<file path="src/rtl/assert_macros.svh">
// Assertion macros shared by the RTL modules.
// No dependencies; included by the files that check their own logic.
`ifndef ASSERT_MACROS_SVH
`define ASSERT_MACROS_SVH

// A condition implies another in the same cycle.
`define ASSERT_SAME(label, clk, rst_n, cond, expr) \
    label: assert property (@(posedge clk) disable iff (!rst_n) (cond) |-> (expr)) \
        else $error("assertion failed");

// A condition implies another in the next cycle.
`define ASSERT_NEXT(label, clk, rst_n, cond, expr) \
    label: assert property (@(posedge clk) disable iff (!rst_n) (cond) |=> (expr)) \
        else $error("assertion failed");

`endif

</file>
<file path="src/rtl/rbi_pkg.sv">
// Shared types, constants and helper functions of the rigid body integrator.
// No dependencies; used by rbi_iter and the top level of the block.
package rbi_pkg;

    localparam int F            = 16;
    localparam int BODY_COUNT   = 64;
    localparam int BODY_W       = $clog2(BODY_COUNT);
    localparam int SLOT_W       = 4;
    localparam int RAM_DEPTH    = BODY_COUNT * (2 ** SLOT_W);
    localparam int RAM_AW       = BODY_W + SLOT_W;

    localparam logic signed [63:0] ONE    = 64'sd1 <<< F;
    localparam logic [47:0]        ONE_SQ = 48'd1 << (2 * F);
    localparam logic signed [63:0] S32_MAX = 64'sd2147483647;
    localparam logic signed [63:0] S32_MIN = -64'sd2147483648;

    // Word slots of one body in the state memory.
    localparam logic [3:0] W_P   = 4'd0;
    localparam logic [3:0] W_V   = 4'd3;
    localparam logic [3:0] W_S   = 4'd6;
    localparam logic [3:0] W_Q   = 4'd9;
    localparam logic [3:0] W_CNT = 4'd13;

    localparam logic [1:0] ACT_STEP  = 2'd0;
    localparam logic [1:0] ACT_WRITE = 2'd1;
    localparam logic [1:0] ACT_READ  = 2'd2;

    localparam logic [2:0] PART_POS    = 3'd0;
    localparam logic [2:0] PART_VEL    = 3'd1;
    localparam logic [2:0] PART_SPIN   = 3'd2;
    localparam logic [2:0] PART_ORIENT = 3'd3;
    localparam logic [2:0] PART_STATIC = 3'd4;

    localparam logic [2:0] CFG_GX = 3'd0;
    localparam logic [2:0] CFG_GY = 3'd1;
    localparam logic [2:0] CFG_GZ = 3'd2;
    localparam logic [2:0] CFG_LD = 3'd3;
    localparam logic [2:0] CFG_AD = 3'd4;

    typedef enum logic {ITER_DIV, ITER_SQRT} t_iter_op;

    typedef struct packed {
        logic     start;
        t_iter_op op;
    } t_iter_req;

    typedef struct packed {
        logic busy;
        logic done;
    } t_iter_sts;

    // One term of the Hamilton product spin * orientation.
    typedef struct packed {
        logic [1:0] s_idx;
        logic [1:0] q_idx;
        logic       neg;
        logic       last;
        logic [1:0] c;
    } t_dq_term;

    function automatic logic signed [31:0] sat32(input logic signed [63:0] x);
        logic signed [31:0] r;
        if (x > S32_MAX) r = 32'sh7fffffff;
        else if (x < S32_MIN) r = 32'sh80000000;
        else r = x[31:0];
        return r;
    endfunction

    function automatic t_dq_term dq_term(input logic [3:0] k);
        t_dq_term t;
        unique case (k)
            4'd0:    t = '{2'd0, 2'd3, 1'b0, 1'b0, 2'd0};
            4'd1:    t = '{2'd1, 2'd2, 1'b0, 1'b0, 2'd0};
            4'd2:    t = '{2'd2, 2'd1, 1'b1, 1'b1, 2'd0};
            4'd3:    t = '{2'd0, 2'd2, 1'b1, 1'b0, 2'd1};
            4'd4:    t = '{2'd1, 2'd3, 1'b0, 1'b0, 2'd1};
            4'd5:    t = '{2'd2, 2'd0, 1'b0, 1'b1, 2'd1};
            4'd6:    t = '{2'd0, 2'd1, 1'b0, 1'b0, 2'd2};
            4'd7:    t = '{2'd1, 2'd0, 1'b1, 1'b0, 2'd2};
            4'd8:    t = '{2'd2, 2'd3, 1'b0, 1'b1, 2'd2};
            4'd9:    t = '{2'd0, 2'd0, 1'b1, 1'b0, 2'd3};
            4'd10:   t = '{2'd1, 2'd1, 1'b1, 1'b0, 2'd3};
            4'd11:   t = '{2'd2, 2'd2, 1'b1, 1'b1, 2'd3};
            default: t = '{2'd0, 2'd0, 1'b0, 1'b0, 2'd0};
        endcase
        return t;
    endfunction

endpackage

</file>
<file path="src/rtl/rbi_iter.sv">
// Bit-serial divide and square root unit, one result bit per cycle.
// Depends on rbi_pkg.
module rbi_iter (
    input  logic              i_clk,
    input  logic              i_rst_n,
    input  rbi_pkg::t_iter_req i_req,
    input  logic [63:0]       i_a,
    input  logic [31:0]       i_b,
    output rbi_pkg::t_iter_sts o_sts,
    output logic [47:0]       o_result
);
    import rbi_pkg::*;

    logic        r_busy;
    logic        r_done;
    t_iter_op    r_op;
    logic [5:0]  r_cnt;
    logic [63:0] r_quo;
    logic [33:0] r_rem;
    logic [31:0] r_root;
    logic [31:0] r_div;

    logic [32:0] w_dt;
    logic        w_dge;
    logic [34:0] w_st;
    logic [34:0] w_trial;
    logic        w_sge;

    always_comb begin
        w_dt    = {r_rem[31:0], r_quo[47]};
        w_dge   = w_dt >= {1'b0, r_div};
        w_st    = {r_rem[32:0], r_quo[63:62]};
        w_trial = {1'b0, r_root, 2'b01};
        w_sge   = w_st >= w_trial;
    end

    always_ff @(posedge i_clk) begin
        if (!i_rst_n) begin
            r_busy <= 1'b0;
            r_done <= 1'b0;
        end else begin
            r_done <= 1'b0;
            if (i_req.start) begin
                r_busy <= 1'b1;
                r_op   <= i_req.op;
                r_cnt  <= (i_req.op == ITER_DIV) ? 6'd47 : 6'd31;
                r_quo  <= i_a;
                r_rem  <= '0;
                r_root <= '0;
                r_div  <= i_b;
            end else if (r_busy) begin
                if (r_op == ITER_DIV) begin
                    r_rem <= w_dge ? 34'(w_dt - {1'b0, r_div}) : 34'(w_dt);
                    r_quo <= {r_quo[62:0], w_dge};
                end else begin
                    r_rem  <= w_sge ? 34'(w_st - w_trial) : w_st[33:0];
                    r_root <= {r_root[30:0], w_sge};
                    r_quo  <= {r_quo[61:0], 2'b00};
                end
                r_cnt <= r_cnt - 6'd1;
                if (r_cnt == 6'd0) begin
                    r_busy <= 1'b0;
                    r_done <= 1'b1;
                end
            end
        end
    end

    assign o_sts.busy = r_busy;
    assign o_sts.done = r_done;
    assign o_result   = (r_op == ITER_DIV) ? r_quo[47:0] : {16'd0, r_root};

endmodule

</file>
<file path="config.mk">
export PLATFORM = sky130hd
export DESIGN_NAME = rbi_iter
export DESIGN_NICKNAME = d
export VERILOG_FILES = /design/src/rtl/assert_macros.svh /design/src/rtl/rbi_pkg.sv /design/src/rtl/rbi_iter.sv
export SDC_FILE = /design/constraint.sdc
export NUM_CORES = 1
export LEC_CHECK = 0
export BUFFER_PORTS_ARGS = -buffer_cell sky130_fd_sc_hd__buf_4
export CAP_MARGIN = 10
export CORE_AREA = 2 2 203 205
export CTS_BUF_LIST = sky130_fd_sc_hd__clkbuf_8
export CTS_CLUSTER_DIAMETER = 60
export DETAILED_ROUTE_END_ITERATION = 16
export DIE_AREA = 0 0 205 207
export RECOVER_POWER = 100
export SKIP_LAST_GASP = 1
export SLEW_MARGIN = 20
export SYNTH_ARGS = -nofsm -noshare
export SYNTH_HDL_FRONTEND = slang
export SYNTH_SLANG_ARGS = --single-unit
</file>
<file path="constraint.sdc">
create_clock -name i_clk -period 13.42 [get_ports i_clk]
set_clock_uncertainty 0.05 [all_clocks]
set_input_delay 3.355 -clock i_clk [delete_from_list [all_inputs] [get_ports i_clk]]
set_output_delay 3.355 -clock i_clk [all_outputs]
set_load 0.01 [all_outputs]
</file>
==> reports/qor.yml <==
sta:
  fmax_mhz: 119.8
  setup_ws_ps: 5071
  hold_viol: 0
  setup_viol: 0
  fin_setup_tns_ps: 0
  fin_crit_sh: 0.6221
  rsz0062_at_grt: "false"
  slew_headroom: -1.514
  report.final.slew_viol_count: 213
  worst_pin_slew_ps: 3771
  timing.final.crit_period_ps: 8349
layout:
  insertedDiodeCount: 0
  layout-drive-gt1-share: 0.1206
  final_nets: 1509
  syn_to_final_growth_pct: 13.93
setup_path:
  critPathCaptureType: "flop"
  reg2reg_to: "r_rem[29]"
  cp_slowest_cell: "clkbuf_1"
  cp_top_family: "buffers and inverters"
  cp-start-kind: "primary input"
  slowest_delay_ps: 2730
  crit_buf_inv: 3
  rrSetupSlack_ps: 9490
  cp_cell_sequence: "clkbuf_1 > clkbuf_1 > buf_4 > a31oi_1 > o211a_1"
  required_ps: 13590
  crit_cells: 5
  path_class: "in2reg"
  worstSetupEndpoint: "r_rem[17]"
  cp.arrival_ps: 8520
  r2r_cells: 10
  rr_startpoint: "r_rem[7]"
  cp-startpoint: "i_req[1]"
  crit_fanout: 101
  crit_top_cell: "clkbuf_1"
routing:
  num_vias: 9526
  drtAntennaViolNets: 0
  drt-initial-drc-count: 661
  wl_per_cell_um: 16.99
  firstDrtPassIters: 5
  viasPerCell: 5.056
  drc: 0
  routed_wirelength_mm: 32.01
synthesis:
  synthCells: 1227
  synth_top_family_by_area: "compound AO/OA/AOI/OAI gates"
  ys_ff_latch: 170
  synth_area_um2: 11950
  yosys.area_share.adder: 0.07185
  synth_ff_type: "edfxtp_1"
  yosys_warnings: 0
  yosys.area.top_type_share: 0.4223
  yosysMostFrequentCell: "edfxtp_1"
  syn_area_per_cell_um2: 9.736
  synth_nets: 1395
  synth_area_leaders: "edfxtp_1 42%, ha_1 7.0%, mux2i_1 5.7%, o21ai_0 4.1%, nand2_1 4.0%"
  muxShareOfSynthArea: 0.08620
  synthSimpleGateAreaFrac: 0.1319
  ys_types: 74
  synth_commonest_cells: "168 x edfxtp_1, 126 x nand2_1, 97 x o21ai_0"
  synth_compound_area_frac: 0.1966
  ys_seq_area_frac: 0.4256
  synth_xor_area_frac: 0.03812
  yosysTopAreaCell: "edfxtp_1"
  ys_async_sr_fraction: 0
  synth_edf_count: 168
power:
  sw_frac_of_total: 0.3403
  net-switching-power_mw: 0.5051
  p_int_mw: 0.9792
  ir_drop_mv: 0.06767
  total_power_mw: 1.484
  powerDensity_nw_per_um2: 109.1
  power.share.clock: 0.218
  power_frac_comb: 0.330
  seq_power_share: 0.452
  p_leak_nw: 5.546
clocking:
  htreeDepth: 4
  cts_resized: 0
  postCtsSetupBuffers: 0
  cts_buffers: 17
  clk_latency_ps: 480
  cts_sinks: 170
  postCtsHoldBufs: 0
  clockBufferDepth: 2
  clockRootBuffer: "clkbuf_8"
  clk_pin_slew_ps: 80
  cts_tree: "done"
global_route:
  grt_max_degree: 144
  antenna_found_initial: 0
  grt_pass1_vias: 9405
  grt_overflow: 0
  grt_pass1_wl_mm: 50.16
  gr-usage-all-layers: 0.1477
floorplanning:
  core_um2: 40370
  chipHeight_um: 207
  row_count: 74
  start_util: 0.2959
  die_x_um: 205
  dieArea_um2: 42440
  io-pin-count: 150
placement:
  pre_cts_slack_ps: 7708
  gp_congestion: 0.8878
  portBuffers: 149
  hpwl_mm: 24.32
min_path:
  hp-class: "reg2reg"
  worstHoldPathCells: 1
job:
  cap_violations: 5
run_status:
  violations: "capacitance limit, slew limit"
  outcome: "finished, violations left"
[layout make-up]
cell class                 count  area [um2]
clock buffer                  17       234.0
clock inverter                13       87.58
inverter                      85       320.3
timing repair buffer         156       965.9
tap                          532       665.6
sequential                   170        5085
multi-input combinational    911        6252
fill                        4196       26760
[state kept, by name (all words and copies together) (netlist names)]
signal,flops
r_op,1
r_quo,64
r_rem,33
r_busy,1
r_done,1
r_root,32
r_cnt,6
r_div,32
[power groups by stage]
stage                     combinational (mW)  clock, mW  sequential [mW]
after floorplan                        0.370          0            0.666
after global placement                 0.496          0            0.681
after detailed placement               0.500          0            0.682
after CTS                              0.503      0.334            0.670
after global routing                   0.545      0.353            0.676
final                                  0.490      0.323            0.671
[worst min-delay path by stage]
stage / slack [ps] / to / startpoint
6_report: 490 / r_done / r_busy
5_1_grt: 520 / r_done / r_busy
4_1_cts: 500 / r_done / r_busy
3_5_place_dp: 480 / r_done / r_busy
3_3_place_gp: 490 / r_done / r_busy
2_1_floorplan: 460 / r_done / r_busy
[per-layer routing]
| layer | GRT usage | up-vias | wire length, um |
|---|---|---|---|
| met3 | 0.02974 | 25 | 1935 |
| met1 | 0.2117 | 4522 | 15680 |
| met4 | 0.03696 | 0 | 435 |
| met2 | 0.2268 | 224 | 13960 |
| li1 | - | 4755 | - |
| met5 | 0 | - | 0 |
[through the flow]
stage	instance area, um2	hold WS, ps	std cells	util
floorplan	11950	462.6	1227	-
global placement	13540	485.2	1854	0.3355
detailed placement	13540	480.5	1854	0.3355
CTS	13860	504.1	1884	0.3434
global route	13610	519.8	1884	0.3372
finish	13610	491.2	1884	0.3372
[cells by family (layout without fill, tap and decap cells)]
logic type / count (synthesis) / count (layout)
compound gates: 354 / 354
simple gates: 338 / 338
fa+ha+maj: 68 / 68
buf+inv: 146 / 271
flops: 170 / 170
mux: 99 / 99
xor+xnor: 52 / 52
[cells in the final DEF, fill, tap and decap left out, types with 6 or more instances in the layout]
cell / instances
a311oi_1: 12
o22ai_1: 10
nand3_1: 17
a21oi_1: 84
clkbuf_8: 17
o31ai_1: 8
a31oi_1: 16
nor2b_1: 24
clkinv_1: 6
edfxtp_1: 168
mux2_1: 8
xnor2_1: 32
clkbuf_1: 58
clkbuf_4: 20
o21bai_1: 6
nand4_1: 8
nor3_1: 16
a21o_1: 33
and3_1: 12
o211ai_1: 11
o21a_1: 15
mux2_2: 23
nand2_1: 126
nor2_1: 86
or3_1: 7
ha_1: 67
mux2i_1: 68
a211oi_1: 16
o21ai_0: 98
buf_4: 77
nand2b_1: 16
xor2_1: 20
inv_1: 84
Power figures use the tool's default switching activity.
